$ cat config.mk
export PLATFORM = sky130hd
export DESIGN_NAME = core_table_scanner
export DESIGN_NICKNAME = d
export VERILOG_FILES = /design/src/hw/rtl/ctst_pkg.sv /design/src/hw/rtl/ctst_front.sv /design/src/hw/rtl/ctst_queue.sv /design/src/hw/rtl/ctst_back.sv /design/src/hw/rtl/core_table_scanner.sv
export SDC_FILE = /design/constraint.sdc
export NUM_CORES = 1
export LEC_CHECK = 0
export BUFFER_PORTS_ARGS = -buffer_cell sky130_fd_sc_hd__buf_2
export CORE_MARGIN = 2
export CORE_UTILIZATION = 35
export CTS_CLUSTER_SIZE = 8
export DETAILED_ROUTE_END_ITERATION = 8
export GPL_TIMING_DRIVEN = 0
export PLACE_DENSITY_LB_ADDON = 0.05
export SYNTH_ARGS = -nofsm -noshare
export SYNTH_HDL_FRONTEND = slang
export SYNTH_SLANG_ARGS = --single-unit
$ cat constraint.sdc
create_clock -name clk -period 4.2 [get_ports clk]
set_input_delay 0.63 -clock clk [delete_from_list [all_inputs] [get_ports clk]]
set_output_delay 0.63 -clock clk [all_outputs]
set_load 0.005 [all_outputs]
$ cat src/hw/rtl/ctst_pkg.sv
// Shared types, codes and constants of the core table scanner.
package ctst_pkg;

	localparam int MAX_WORDS_DEF = 128;
	localparam int QUEUE_DEPTH   = 2;

	localparam int CFG_W     = 12;
	localparam int CFG_IDX_W = 2;

	// Register indexes of the configuration port
	localparam logic [CFG_IDX_W-1:0] CFG_EXPECTED_ARM = 2'd0;
	localparam logic [CFG_IDX_W-1:0] CFG_SECOND_ARM   = 2'd1;
	localparam logic [CFG_IDX_W-1:0] CFG_THIRD_ARM    = 2'd2;

	localparam logic [CFG_W-1:0] EXPECTED_ARM_RST = 12'd2090;
	localparam logic [CFG_W-1:0] SECOND_ARM_RST   = 12'd2085;
	localparam logic [CFG_W-1:0] THIRD_ARM_RST    = 12'd2110;

	// Word types as they appear in bits 3:0 of a table word
	localparam logic [3:0] WTYPE_CORE = 4'h1;
	localparam logic [3:0] WTYPE_ADDR = 4'h5;
	localparam logic [3:0] WTYPE_END  = 4'hF;

	// Core ids with a fixed meaning
	localparam logic [11:0] CORE_COMMON = 12'h800;
	localparam logic [11:0] CORE_RAM    = 12'h80E;
	localparam logic [11:0] CORE_SDIO   = 12'h829;
	localparam logic [11:0] CORE_RADIO  = 12'h812;

	// Slot codes
	localparam logic [2:0] SLOT_NONE     = 3'd0;
	localparam logic [2:0] SLOT_COMMON   = 3'd1;
	localparam logic [2:0] SLOT_ARMCTL   = 3'd2;
	localparam logic [2:0] SLOT_ARMREGS  = 3'd3;
	localparam logic [2:0] SLOT_RAMCTL   = 3'd4;
	localparam logic [2:0] SLOT_RAMREGS  = 3'd5;
	localparam logic [2:0] SLOT_SDREGS   = 3'd6;
	localparam logic [2:0] SLOT_RADIOCTL = 3'd7;

	// Revision targets
	localparam logic [1:0] REV_NONE = 2'd0;
	localparam logic [1:0] REV_RAM  = 2'd1;
	localparam logic [1:0] REV_SDIO = 2'd2;

	// Bits of the first-wins flags
	localparam int FW_ARMCTL  = 0;
	localparam int FW_ARMREGS = 1;
	localparam int FW_RAMREGS = 2;

	typedef enum logic [1:0] {
		KIND_OTHER,
		KIND_CORE,
		KIND_ADDR,
		KIND_END
	} kind_t;

	typedef struct packed {
		logic [31:0] table_word;
		logic        scan_start;
	} item_t;

	typedef struct packed {
		logic [2:0]  slot_code;
		logic [31:0] slot_address;
		logic [1:0]  rev_target;
		logic [11:0] record_core_id;
		logic [7:0]  record_core_rev;
		logic        scan_finished;
		logic        arm_as_expected;
	} result_t;

	// Classified word as it sits in the queue
	typedef struct packed {
		kind_t       kind;
		logic        ctl;
		logic [19:0] addr_hi;
		logic [11:0] core_id;
		logic [7:0]  core_rev;
		logic        start;
	} cmd_t;

endpackage

$ cat src/hw/rtl/ctst_front.sv
// Front end: takes table words and classifies them for the queue.
module ctst_front import ctst_pkg::*; (
	input  logic  item_valid,
	output logic  item_stall,
	input  item_t item,
	input  logic  queue_full,
	output logic  push,
	output cmd_t  push_cmd
);

	kind_t kind;

	always_comb begin
		case (item.table_word[3:0])
			WTYPE_CORE: kind = KIND_CORE;
			WTYPE_ADDR: kind = KIND_ADDR;
			WTYPE_END:  kind = KIND_END;
			default:    kind = KIND_OTHER;
		endcase
	end

	assign item_stall = queue_full;
	assign push       = item_valid && !queue_full;

	always_comb begin
		push_cmd.kind     = kind;
		push_cmd.ctl      = |item.table_word[7:6];
		push_cmd.addr_hi  = item.table_word[31:12];
		push_cmd.core_id  = item.table_word[19:8];
		push_cmd.core_rev = item.table_word[31:24];
		push_cmd.start    = item.scan_start;
	end

endmodule

$ cat src/hw/rtl/ctst_queue.sv
// Short queue of classified words between front and back end.
module ctst_queue import ctst_pkg::*; (
	input  logic clk,
	input  logic arst_n,
	input  logic push,
	input  cmd_t push_cmd,
	output logic full,
	input  logic pop,
	output logic nonempty,
	output cmd_t head
);

	localparam int PTR_W = (QUEUE_DEPTH > 1) ? $clog2(QUEUE_DEPTH) : 1;
	localparam int CNT_W = $clog2(QUEUE_DEPTH + 1);

	cmd_t             mem_q [QUEUE_DEPTH];
	logic [PTR_W-1:0] wr_ptr_q;
	logic [PTR_W-1:0] rd_ptr_q;
	logic [CNT_W-1:0] count_q;

	function automatic logic [PTR_W-1:0] ptr_next(input logic [PTR_W-1:0] p);
		ptr_next = (p == PTR_W'(QUEUE_DEPTH - 1)) ? '0 : p + PTR_W'(1);
	endfunction

	assign full     = (count_q == CNT_W'(QUEUE_DEPTH));
	assign nonempty = (count_q != '0);
	assign head     = mem_q[rd_ptr_q];

	always_ff @(posedge clk) begin
		if (push) begin
			mem_q[wr_ptr_q] <= push_cmd;
		end
	end

	always_ff @(posedge clk or negedge arst_n) begin
		if (!arst_n) begin
			wr_ptr_q <= '0;
			rd_ptr_q <= '0;
			count_q  <= '0;
		end else begin
			if (push) begin
				wr_ptr_q <= ptr_next(wr_ptr_q);
			end
			if (pop) begin
				rd_ptr_q <= ptr_next(rd_ptr_q);
			end
			case ({push, pop})
				2'b10:   count_q <= count_q + CNT_W'(1);
				2'b01:   count_q <= count_q - CNT_W'(1);
				default: count_q <= count_q;
			endcase
		end
	end

endmodule

$ cat src/hw/rtl/ctst_back.sv
// Back end: scan state, slot assignment, configuration and result register.
module ctst_back import ctst_pkg::*; #(
	parameter int MAX_WORDS = MAX_WORDS_DEF
) (
	input  logic                 clk,
	input  logic                 arst_n,
	input  logic                 cfg_write,
	input  logic [CFG_IDX_W-1:0] cfg_index,
	input  logic [CFG_W-1:0]     cfg_data,
	input  logic                 queue_nonempty,
	input  cmd_t                 head,
	output logic                 pop,
	output logic                 result_valid,
	input  logic                 result_stall,
	output result_t              result
);

	localparam int CW = $clog2(MAX_WORDS + 1);

	logic [CFG_W-1:0] exp_id_q, second_id_q, third_id_q;

	logic          stopped_q, pend_valid_q;
	logic [CW-1:0] seen_q;
	logic [11:0]   pend_id_q, cur_id_q, arm_seen_q;
	logic [7:0]    cur_rev_q;
	logic [2:0]    flags_q;

	logic          stopped_d, pend_valid_d;
	logic [CW-1:0] seen_d;
	logic [11:0]   pend_id_d, cur_id_d, arm_seen_d;
	logic [7:0]    cur_rev_d;
	logic [2:0]    flags_d;
	logic [2:0]    slot;
	logic [1:0]    rev;
	logic [31:0]   addr;
	logic          is_arm;

	result_t res_q;
	logic    res_valid_q;

	assign pop          = queue_nonempty && (!res_valid_q || !result_stall);
	assign result_valid = res_valid_q;
	assign result       = res_q;

	always_ff @(posedge clk or negedge arst_n) begin
		if (!arst_n) begin
			exp_id_q    <= EXPECTED_ARM_RST;
			second_id_q <= SECOND_ARM_RST;
			third_id_q  <= THIRD_ARM_RST;
		end else if (cfg_write) begin
			case (cfg_index)
				CFG_EXPECTED_ARM: exp_id_q    <= cfg_data;
				CFG_SECOND_ARM:   second_id_q <= cfg_data;
				CFG_THIRD_ARM:    third_id_q  <= cfg_data;
				default:          ;
			endcase
		end
	end

	always_comb begin
		// Start from cleared state when this word opens a new scan
		if (head.start) begin
			stopped_d    = 1'b0;
			seen_d       = '0;
			pend_valid_d = 1'b0;
			pend_id_d    = '0;
			cur_id_d     = '0;
			cur_rev_d    = '0;
			arm_seen_d   = '0;
			flags_d      = '0;
		end else begin
			stopped_d    = stopped_q;
			seen_d       = seen_q;
			pend_valid_d = pend_valid_q;
			pend_id_d    = pend_id_q;
			cur_id_d     = cur_id_q;
			cur_rev_d    = cur_rev_q;
			arm_seen_d   = arm_seen_q;
			flags_d      = flags_q;
		end
		slot   = SLOT_NONE;
		rev    = REV_NONE;
		addr   = '0;
		is_arm = (cur_id_d == exp_id_q) || (cur_id_d == second_id_q) ||
			(cur_id_d == third_id_q);

		if (!stopped_d && (seen_d < CW'(MAX_WORDS))) begin
			seen_d = seen_d + CW'(1);
			if (pend_valid_d && head.kind == KIND_CORE) begin
				cur_id_d     = pend_id_d;
				cur_rev_d    = head.core_rev;
				pend_valid_d = 1'b0;
			end else begin
				pend_valid_d = 1'b0;
				case (head.kind)
					KIND_END: stopped_d = 1'b1;
					KIND_CORE: begin
						pend_valid_d = 1'b1;
						pend_id_d    = head.core_id;
					end
					KIND_ADDR: begin
						if (cur_id_d == CORE_COMMON) begin
							if (!head.ctl) slot = SLOT_COMMON;
						end else if (is_arm) begin
							arm_seen_d = cur_id_d;
							if (head.ctl) begin
								if (!flags_d[FW_ARMCTL]) begin
									slot = SLOT_ARMCTL;
									if (head.addr_hi != '0) flags_d[FW_ARMCTL] = 1'b1;
								end
							end else if (!flags_d[FW_ARMREGS]) begin
								slot = SLOT_ARMREGS;
								if (head.addr_hi != '0) flags_d[FW_ARMREGS] = 1'b1;
							end
						end else if (cur_id_d == CORE_RAM) begin
							rev = REV_RAM;
							if (head.ctl) begin
								slot = SLOT_RAMCTL;
							end else if (!flags_d[FW_RAMREGS]) begin
								slot = SLOT_RAMREGS;
								if (head.addr_hi != '0) flags_d[FW_RAMREGS] = 1'b1;
							end
						end else if (cur_id_d == CORE_SDIO) begin
							rev = REV_SDIO;
							if (!head.ctl) slot = SLOT_SDREGS;
						end else if (cur_id_d == CORE_RADIO) begin
							if (head.ctl) slot = SLOT_RADIOCTL;
						end
						if (slot != SLOT_NONE) addr = {head.addr_hi, 12'h000};
					end
					default: ;
				endcase
			end
			// Stop at the word limit and drop a half-read core pair
			if (seen_d >= CW'(MAX_WORDS)) begin
				stopped_d    = 1'b1;
				pend_valid_d = 1'b0;
			end
		end
	end

	always_ff @(posedge clk or negedge arst_n) begin
		if (!arst_n) begin
			stopped_q    <= 1'b0;
			seen_q       <= '0;
			pend_valid_q <= 1'b0;
			pend_id_q    <= '0;
			cur_id_q     <= '0;
			cur_rev_q    <= '0;
			arm_seen_q   <= '0;
			flags_q      <= '0;
			res_valid_q  <= 1'b0;
		end else begin
			if (pop) begin
				stopped_q    <= stopped_d;
				seen_q       <= seen_d;
				pend_valid_q <= pend_valid_d;
				pend_id_q    <= pend_id_d;
				cur_id_q     <= cur_id_d;
				cur_rev_q    <= cur_rev_d;
				arm_seen_q   <= arm_seen_d;
				flags_q      <= flags_d;
				res_valid_q  <= 1'b1;
			end else if (!result_stall) begin
				res_valid_q  <= 1'b0;
			end
		end
	end

	always_ff @(posedge clk) begin
		if (pop) begin
			res_q.slot_code       <= slot;
			res_q.slot_address    <= addr;
			res_q.rev_target      <= rev;
			res_q.record_core_id  <= cur_id_d;
			res_q.record_core_rev <= cur_rev_d;
			res_q.scan_finished   <= stopped_d;
			res_q.arm_as_expected <= (arm_seen_d == exp_id_q);
		end
	end

endmodule

$ cat src/hw/rtl/core_table_scanner.sv
// Top level of the core table scanner.
//
// Takes one enumeration table word per cycle while item_stall is low and
// returns exactly one result per word, in order. Each item goes through a
// combinational classifier into a two-entry queue; the back end pops one
// queued word per cycle unless the result side stalls, updates the scan
// state and loads the result register, so the sustained rate is one word per
// clock. The queue absorbs a result stall for up to two words before item_stall
// rises. The user must write the ARM core ids through the plain configuration
// port only while no word is in flight; the block itself does not enforce this.
module core_table_scanner import ctst_pkg::*; #(
	parameter int MAX_WORDS = MAX_WORDS_DEF
) (
	input  logic                 clk,
	input  logic                 arst_n,
	input  logic                 cfg_write,
	input  logic [CFG_IDX_W-1:0] cfg_index,
	input  logic [CFG_W-1:0]     cfg_data,
	input  logic                 item_valid,
	output logic                 item_stall,
	input  item_t                item,
	output logic                 result_valid,
	input  logic                 result_stall,
	output result_t              result
);

	logic push, pop, queue_full, queue_nonempty;
	cmd_t push_cmd, head;

	ctst_front u_front (
		.item_valid (item_valid),
		.item_stall (item_stall),
		.item       (item),
		.queue_full (queue_full),
		.push       (push),
		.push_cmd   (push_cmd)
	);

	ctst_queue u_queue (
		.clk      (clk),
		.arst_n   (arst_n),
		.push     (push),
		.push_cmd (push_cmd),
		.full     (queue_full),
		.pop      (pop),
		.nonempty (queue_nonempty),
		.head     (head)
	);

	ctst_back #(
		.MAX_WORDS (MAX_WORDS)
	) u_back (
		.clk            (clk),
		.arst_n         (arst_n),
		.cfg_write      (cfg_write),
		.cfg_index      (cfg_index),
		.cfg_data       (cfg_data),
		.queue_nonempty (queue_nonempty),
		.head           (head),
		.pop            (pop),
		.result_valid   (result_valid),
		.result_stall   (result_stall),
		.result         (result)
	);

endmodule

**After elaboration in Yosys (flattened, before gate mapping)**

Memories as Yosys holds them, arrays and structs flattened.
Cells that the tools add are included.

- Register bits: 157
- Memory bits (writable): 88
- Output and inout port bits: 61
- Logic and storage cells: 148
- Memories kept: 1

- Add/subtract/negate cells: 5
- Order comparisons: 2
- Equal/unequal tests: 20
- Multiplexer cells: 69
- Bitwise operators: 3
- Reduce and logical (&&, ||, !) cells: 24

Memories:

| name | depth | bits a word | read ports | clocked after Yosys merged registers in | wr ports | RTL line | text |
|---|---|---|---|---|---|---|---|
| u_queue.mem_q | 2 | 44 | 1 | 0 | 1 | ctst_queue.sv:16 | `cmd_t mem_q [QUEUE_DEPTH];` |

Operators with widths:

| kind | count |
|---|---|
| 2-to-1 mux 12 bit | 13 |
| 2-to-1 mux 3 bit | 18 |
| == test 12 bit | 4 |
| == test 12 bit, second input constant | 4 |
| 2-to-1 mux 8 bit | 5 |
| 2-to-1 mux 1 bit | 27 |
| nonzero test 20 bit | 1 |
| == test 2 bit, second input constant | 5 |
| adder 8 x 1 -> 8 bit, second input constant | 1 |
| >= comparator 8 bit, second input constant | 1 |
| < comparator 8 bit, second input constant | 1 |
| 2-to-1 mux 2 bit | 4 |
| == test 2 x 1 -> 1 bit, second input constant | 3 |
| case mux 2 bit (3 select lines) | 1 |
| AND reduction 2 bit | 3 |
| OR reduction 6 bit | 1 |
| OR reduction 5 bit | 1 |
| == test 4 x 1 -> 1 bit, second input constant | 1 |
| == test 4 x 3 -> 1 bit, second input constant | 1 |
| == test 4 bit, second input constant | 1 |
| logical AND 1 bit | 4 |
| logical NOT 1 bit | 4 |
| case mux 2 bit (2 select lines) | 1 |
| nonzero test 2 bit | 2 |
| 11 further kinds | 16 |

**Longest topological paths before layout**

Gate-level depths: netlist (run 1).
An unclocked memory read counts as a cell.

- Depth in word-level cells: 14
- Gate-level depth with buffers: 14
- Depth with buffers taken out: 10

**Cells and area by module**

Synthesis (run 1) repeated with hierarchy kept, for this count alone.

- Cell total of the unflattened synthesis: 904
- Area total of the unflattened synthesis: 11374.7 um^2

By module, submodules not included:

| module | times used | cells each | area each (um^2) | sequential area each (um^2) |
|---|---|---|---|---|
| ctst_back | 1 | 702 | 7450.9 | 3781.1 |
| ctst_queue | 1 | 153 | 3562.2 | 2742.6 |
| ctst_front | 1 | 49 | 361.6 | 0.0 |

**Worst setup path after synthesis (run 1)**

OpenSTA, ideal clock, no wires.

- Path kind: input to register
- Start point: input result_stall
- End point: register u_queue.count_q[1]
- Setup time: 0.079 ns
- Data arrival time: 3.325 ns
- Data required time: 4.121 ns
- Path slack: 0.795 ns
- Cell stages on the path: 7
- Buffers on the path: 1
- Cells stage by stage: nand2_1 o21ai_1 inv_2 buf_1 ha_1 nor2_1 xor2_1

- Word-level cells in the longest chain between the ends: 5
- Elaborated cells on any way between the ends: 7
- Classes of those cells: eq/ne: 2; mux: 1; reduce/logical: 4

Ends and longest elaborated chain:

| item | RTL line | text |
|---|---|---|
| start: declaration | core_table_scanner.sv:23 | `input logic result_stall,` |
| logical NOT 1 bit * | ctst_back.sv:41 | `assign pop = queue_nonempty && (!res_valid_q \|\| !result_stall);` |
| logical OR 1 bit * | ctst_back.sv:41 |  |
| logical AND 1 bit * | ctst_back.sv:41 |  |
| via pop | core_table_scanner.sv:27 | `logic push, pop, queue_full, queue_nonempty;` |
| == test 2 x 1 -> 1 bit / == test 2 bit (equally long branches) | ctst_queue.sv:47 | `case ({push, pop})` |
| case mux 2 bit (2 select lines) / nonzero test 2 bit (equally long branches) | n/a |  |
| end signal: assignment | ctst_queue.sv:48 | `2'b10: count_q <= count_q + CNT_W'(1);` |
| end signal: assignment | ctst_queue.sv:49 | `2'b01: count_q <= count_q - CNT_W'(1);` |
| end signal: assignment | ctst_queue.sv:50 | `default: count_q <= count_q;` |
| end: declaration | ctst_queue.sv:19 | `logic [CNT_W-1:0] count_q;` |

Mark *: on every way through the listed nets, which the timed path passes. The rest lies on a longest branch.
A chain may end at the register's enable or synchronous reset.

**Worst setup path in the final report (run 1)**

- Start point: register u_queue.rd_ptr_q
- End point: register u_back.res_q (netlist bit u_back.result[38]), data pin

- Word-level cells in the longest chain between the ends: 14
- Elaborated cells on any way between the ends: 42
- Classes of those cells: order compare: 1; eq/ne: 9; mux: 21; bitwise: 3; reduce/logical: 7; memory: 1

Ends and longest elaborated chain:

| item | RTL line | text |
|---|---|---|
| start: declaration | ctst_queue.sv:18 | `logic [PTR_W-1:0] rd_ptr_q;` |
| start signal: assignment | ctst_queue.sv:45 | `rd_ptr_q <= ptr_next(rd_ptr_q);` |
| memory (2 x 44 bit) * | n/a |  |
| 2-to-1 mux 12 bit | ctst_back.sv:62 | `if (head.start) begin` |
| == test 12 bit | ctst_back.sv:126 | `end else if (cur_id_d == CORE_RADIO) begin` |
| 2-to-1 mux 3 bit | ctst_back.sv:126 |  |
| 2-to-1 mux 3 bit | ctst_back.sv:123 | `end else if (cur_id_d == CORE_SDIO) begin` |
| 2-to-1 mux 3 bit | ctst_back.sv:115 | `end else if (cur_id_d == CORE_RAM) begin` |
| 2-to-1 mux 3 bit | ctst_back.sv:104 | `end else if (is_arm) begin` |
| 2-to-1 mux 3 bit | ctst_back.sv:102 | `if (cur_id_d == CORE_COMMON) begin` |
| 2-to-1 mux 3 bit | ctst_back.sv:95 | `case (head.kind)` |
| 2-to-1 mux 3 bit | ctst_back.sv:89 | `if (pend_valid_d && head.kind == KIND_CORE) begin` |
| 2-to-1 mux 3 bit | ctst_back.sv:87 | `if (!stopped_d && (seen_d < CW'(MAX_WORDS))) begin` |
| nonzero test 3 bit | ctst_back.sv:129 | `if (slot != SLOT_NONE) addr = {head.addr_hi, 12'h000};` |
| inverter 1 bit (no source line) | n/a |  |
| OR reduction 4 bit (no source line) | n/a |  |
| end: declaration | ctst_back.sv:38 | `result_t res_q;` |

Mark *: on every way between the ends. The rest lies on a longest branch, timed or not. The select of a mux whose other input is x is not followed.

==> results.toml, run 1 <==
[status]
status = "finished, final reports clean"

[setup_path]
required_ps = 4490
critical_path_arrival_ps = 4210
reg2reg_from = "u_queue.rd_ptr_q"
cp-startpoint = "u_queue.rd_ptr_q"
worstSetupEndpointType = "flop"
critPathMaxFanout = 10
startpoint_type = "flop"
crit_type = "flop to flop"

[yosys]
netlist-cell-type-count = 59
yosys_warnings = 0
yosysSeqAreaShare = 0.6100
yosysTopAreaCell = "edfxtp_1"
synth_area_per_cell_um2 = 11.57
synth_seq_cells = 201
synth_area_um2 = 9120
async_reset_ff_frac = 0.4876
synth_edf_count = 103
synth.top_cell.area_share = 0.3391
syn_inst = 788
synth_area_leaders = "edfxtp_1, dfrtp_1, nand2_1"
synth_ff_type = "edfxtp_1"

[place]
dp_cells = 1234
hpwl_um = 17120
port_buffers = 98
place.gp.congestion = 0.8645

[routing]
dr_wl_met2_um = 11140
dr_wl_met3_um = 1212
drc = 0
drt_first_pass_iters = 5
top_layer_used = "met4"
vias_per_cell = 5.062
wl_per_cell_um = 18.58
wl_met1_um = 10910
via_count = 6520
postRouteAntennaNets = 0
drt_wl_total_um = 23930
first_iter_violations = 369

[layout]
fin_nets = 984
mostFrequentLayoutCell = "nand2_1"
syn_to_final_growth_pct = 20.30
num-fill-cells = 2485
final_cell_mix = "nand2_1, buf_2, edfxtp_1"
regArea_um2 = 5563
drive_above_1_share = 0.2246
layout.cells.non_filler = 1288
antenna_cells = 0
multi_input_area_um2 = 3292

[hold_path]
min_path_type = "input pin to async pin"

[timing]
setup-violations-final = 0
max_freq_mhz = 255.3
hold_violations = 0
maxSlewViolCount = 0
fin_crit_ps = 3917
timing.hold.ws_ps = 94.12
rsz0062_at_grt = "false"
fin_tns_setup_ps = 0
period_share = 0.9327
maxSlewHeadroom = 0.2631
clock-skew-final_ps = 18.91
worstMarginPinSlew_ps = 1098

[global_routing]
grt_max_degree = 54
grt_pass1_wl_um = 37070
track_usage = 0.1771
antenna_found_initial = 0
grt_pass1_vias = 6695
grt_overflow_total = 0

[die]
chipWidth_um = 165.4
fp.dieH_um = 165.4
die_area_um2 = 27360
core_area_um2 = 25840
ioPinCount = 113
rows = 59
start_util = 0.3530

[clocking]
numCtsBuffers = 29
cts_num_sinks = 201
clockBufferDepth = 3
post_cts.repair.setup_buffers = 0
cts_root_buf = "clkbuf_16"
hold_buffers = 0
clkLatencyLatePin_ps = 560
post_cts_resized = 0
cts_tree = "yes"
htreeDepth = 1
cts.clk_slew.worst_paths_ps = 60

[power_and_ir_drop]
ir_drop_mv = 0.3076
leakagePower_uw = 0.004500
power_density_nw_per_um2 = 609.5
power.total_uw = 6688

[flow_run]
cap_viol_max_count = 0
## flip-flops by register name, indices dropped and copies added (netlist names), 12 cells and up
register and count:
u_back.cur_id_q 12, u_queue.mem_q 56, u_back.second_id_q 12, u_back.pend_id_q 12, u_back.third_id_q 12, u_back.result 47, u_back.arm_seen_q 12, u_back.exp_id_q 12
## area by class of cell
| class | instances | share of cell area |
|---|---|---|
| buffer | 56 | 0.02634 |
| tap | 335 | 0.03820 |
| clock buffer | 52 | 0.07401 |
| multi-input combinational | 534 | 0.3000 |
| inverter | 8 | 0.002737 |
| sequential | 201 | 0.5070 |
| timing repair buffer | 100 | 0.04926 |
| clock inverter | 2 | 0.002395 |
## through the flow
stage,utilization,instance area [µm²],setup WS [ps]
final,0.4246,10970,282.9
after global routing,0.4246,10970,25.04
after CTS,0.4246,10970,97.68
after detailed placement,0.3921,10130,129.3
after global placement,0.3898,10070,-623.5
after floorplan,-,9161,795.4
## critical path, stage by stage, from the launching register on
cell      delay [ps]
dfrtp_1          370
buf_6            170
mux2i_4          330
buf_6            180
buf_2            280
nand2_1          220
xor2_1           190
nand4_1          110
o22ai_2          120
nor2_1           340
o21ai_0          160
a22o_1           210
o31ai_1          490
clkbuf_2         370
nor2_1            90
## report_power, final
part | switching, µW | internal (µW)
logic | 1070 | 578
registers | 242 | 2630
clock network | 868 | 1290
## path summary, 6_finish.rpt
path | endpoint | slack (ps) | cells past startpoint
worst max-delay path | u_back.result[38] | 280 | 14
worst min-delay path | u_back.third_id_q[10] | 90 | 1
worst max register to register | u_back.result[38] | 280 | 14
worst min register to register | u_back.cur_rev_q[3] | 470 | 2
max in group asynchronous | u_back.third_id_q[4] | 3380 | 2
min in group clk | u_queue.mem_q[1][30] | 270 | 1
## metal layers
metal / track usage / vias up
met5: 0 / -
met4: 0.06034 / 0
met3: 0.03372 / 50
met2: 0.2903 / 163
met1: 0.2363 / 3200
li1: - / 3107
## cells in the mapped netlist, drive strengths merged (12+ instances only)
master and number:
nand2 144, edfxtp 103, dfrtp 84, nor2 52
o21ai 44, mux2 35, mux2i 34, buf 29
clkbuf 27, a21oi 25, nand3 25, xor2 21
xnor2 19, dfstp 14, a32o 13, nand4 13
and3 12
## cell families (layout without fill, tap and decap cells)
kind of cell / Yosys count / after routing / synth area share
buffers and inverters: 64 / 218 / 0.03457
multiplexers: 69 / 69 / 0.08190
adder cells (fa/ha/maj): 2 / 2 / 0.002743
other: 1 / 12 / 0.0004112
AND/OR/NAND/NOR: 294 / 294 / 0.1487
XOR/XNOR: 40 / 40 / 0.03841
AO/OA/AOI/OAI: 117 / 117 / 0.08328
flip-flops: 201 / 201 / 0.6100
Note: power is estimated with default switching activity, not from simulation.
==> run 2, diff against run 1 <==
--- a/config.mk
+++ b/config.mk
@@ -5,12 +5,14 @@
 export SDC_FILE = /design/constraint.sdc
 export NUM_CORES = 1
 export LEC_CHECK = 0
-export BUFFER_PORTS_ARGS = -buffer_cell sky130_fd_sc_hd__buf_2
+export ABC_AREA = 1
 export CORE_MARGIN = 2
 export CORE_UTILIZATION = 35
 export CTS_CLUSTER_SIZE = 8
 export DETAILED_ROUTE_END_ITERATION = 8
+export DONT_BUFFER_PORTS = 1
 export GPL_TIMING_DRIVEN = 0
+export MAX_ROUTING_LAYER = met4
 export PLACE_DENSITY_LB_ADDON = 0.05
 export SYNTH_ARGS = -nofsm -noshare
 export SYNTH_HDL_FRONTEND = slang
==> results.toml, run 2 <==
[yosys]
synth.top_cell.area_share = 0.3283
synth_commonest_cells = "nand2_1, inv_1, edfxtp_1"
synth_fa_ha_area_frac = 0.002656
synth_area_leaders = "edfxtp_1, dfrtp_1, nand2_1"
yosysSeqAreaShare = 0.5905
yosys.cell_count.top_type = "nand2_1"
async_reset_ff_frac = 0.4876
synthMuxAreaShare = 0.01169
synth_seq_cells = 201
synthXorXnorAreaFrac = 0.009297
synth_compound_area_frac = 0.07159
synth_ff_type = "edfxtp_1"
synth_top_family_by_area = "simple AND/OR/NAND/NOR gates"
synth_area_per_cell_um2 = 9.041
yosysTopAreaCell = "edfxtp_1"
synthSimpleGateAreaFrac = 0.2388
syn_inst = 1042
netlist-cell-type-count = 39
synth_edf_count = 103
synth_area_um2 = 9420
yosys_warnings = 0

[layout]
drive_above_1_share = 0.08927
top_register = "u_queue.mem_q"
fin_area_um2 = 10820
mostFrequentLayoutCell = "nand2_1"
syn_to_final_growth_pct = 14.85
antenna_cells = 0
largest_reg_flops = 56
layout.cells.non_filler = 1450
fin_nets = 1140
final_util = 0.4048
final_cell_mix = "nand2_1, inv_1, edfxtp_1"

[setup_path]
crit_type = "flop to flop"
startpoint_type = "flop"
cp-startpoint = "u_queue.rd_ptr_q"
path_buf_inv = 5
critical_path_arrival_ps = 3760
reg2reg_from = "u_queue.rd_ptr_q"
cp_cell_sequence = "clkbuf_1 > o21ai_0 > inv_1 > nor2_1 > inv_1 > nor2_1 > inv_1 > nor2_1 > inv_1 > o21ai_0 > o21ai_0"
worstSetupEndpointType = "flop"
path_depth = 11
max_stage_delay_ps = 610
path_delay_family = "compound AO/OA/AOI/OAI gates"
ff2ff_path_depth = 11
rrSetupSlack_ps = 860
crit_end = "u_back.pend_id_q[7]"
slowest_stage = "o21ai_0"
r2r_end = "u_back.pend_id_q[7]"
critPathMaxFanout = 10
required_ps = 4620
crit_top_cell = "inv_1"

[clocking]
clkLatencyLatePin_ps = 540
htreeDepth = 1
cts_num_sinks = 201
post_cts.repair.setup_buffers = 0
post_cts_resized = 0
cts_root_buf = "clkbuf_16"
cts_tree = "yes"
numCtsBuffers = 29
clockBufferDepth = 3
cts.clk_slew.worst_paths_ps = 60
hold_buffers = 1

[routing]
vias_per_cell = 4.947
drt_wl_total_um = 27220
drc = 0
drt_first_pass_iters = 7
wl_per_cell_um = 18.77
postRouteAntennaNets = 0
via_count = 7173
first_iter_violations = 519

[power_and_ir_drop]
p_clk_frac = 0.300
p_int_uw = 4649
power.total_uw = 7370
seqPwrFrac = 0.418
ir_drop_mv = 0.3987
pwr-share-comb = 0.282
p_sw_frac = 0.3693
p_switching_uw = 2722
leakagePower_uw = 0.004868
power_density_nw_per_um2 = 681.2

[die]
die_area_um2 = 28240
chipWidth_um = 168.1
core_area_um2 = 26730
rows = 60
ioPinCount = 113
start_util = 0.3525
fp.dieH_um = 168.1

[place]
dpl_cell_area_um2 = 9925
place.gp.congestion = 0.8682
port_buffers = 0
hpwl_um = 19350
dp_cells = 1395

[global_routing]
grt.busiest_layer = "met1"
grt_use_met1 = 0.3017
antenna_found_initial = 0
grt.met2_usage = 0.2884
grt_overflow_total = 0
track_usage = 0.1994
grt_max_degree = 99
grtUsageMet3 = 0.02586
grt_pass1_wl_um = 41980
grt_pass1_vias = 6826

[hold_path]
min_path_type = "input pin to async pin"

[flow_run]
cap_viol_max_count = 0

[timing]
period_share = 0.7947
fin_crit_ps = 3338
worstMarginPinSlew_ps = 905.6
maxSlewHeadroom = 0.3948
clock-skew-final_ps = 9.742
fin_tns_setup_ps = 0
max_freq_mhz = 299.6
rsz0062_at_grt = "false"
setup-violations-final = 0
maxSlewViolCount = 0
hold_violations = 0

[status]
status = "finished, final reports clean"
[run 2: cell types whose count changed after synthesis, sizes merged, moves of 10 or more]
cell   previous run  this run
xor2             21         8
a32o             13         0
a21oi            25        15
inv               8       109
mux2i            34        11
nand4            13        39
mux2             35         0
o21ai            44        91
nand2           144       335
nand3            25        71
and3             12         0
nor2             52        69
xnor2            19         2
[run 2: per-stage QoR]
step	worst slack (ps)	hold slack, ps
after global placement	-918.0	338.5
after CTS	802.3	41.02
after global routing	547.4	59.30
after floorplan	570.6	334.4
after detailed placement	859.1	339.3
final	862.1	25.24
[run 2: power groups by stage]
stage	registers [µW]	clock network (µW)	logic (µW)
floorplan	2990	0	1400
global placement	3150	0	2030
detailed placement	3120	0	2070
CTS	3090	2260	2100
global route	3140	2340	2350
finish	3080	2210	2080
[run 2: layout make-up]
class,instances,area [µm²]
clock inverters,1,20.02
inverters,110,412.9
repair buffers,2,47.55
flip-flops and latches,201,5563
fillers,2743,15910
clock buffers,53,847.1
well taps,341,426.7
plain buffers,52,295.3
multi-input cells,690,3207
[run 2: how the worst min path moves through the flow]
stage / slack [ps] / startpoint / to
after floorplan: 330 / arst_n / u_back.arm_seen_q[0]
after global placement: 340 / arst_n / u_back.cur_rev_q[4]
after detailed placement: 340 / arst_n / u_back.cur_rev_q[4]
after CTS: 40 / arst_n / u_back.cur_rev_q[6]
after global routing: 60 / arst_n / u_back.seen_q[7]
final: 30 / arst_n / u_back.pend_valid_q
[run 2: worst register-to-register path: stages, from the launching register on]
cell      delay (ps)
dfrtp_1          430
clkbuf_1         290
o21ai_0          610
inv_1            140
nor2_1           150
inv_1             70
nor2_1           120
inv_1             70
nor2_1           530
inv_1            310
o21ai_0          350
o21ai_0          120
[run 2: cells by family after synthesis]
group           Yosys count
compound gates          125
xor+xnor                 10
fa+ha+maj                 2
buf+inv                 162
flops                   201
mux                      11
other cells               1
simple gates            530
[run 2: routing by layer]
layer / wire length (µm) / vias to the layer above
li1: - / 3521
met1: 13720 / 3457
met2: 11720 / 160
met3: 1278 / 35
met4: 494 / 0
met5: 0 / -
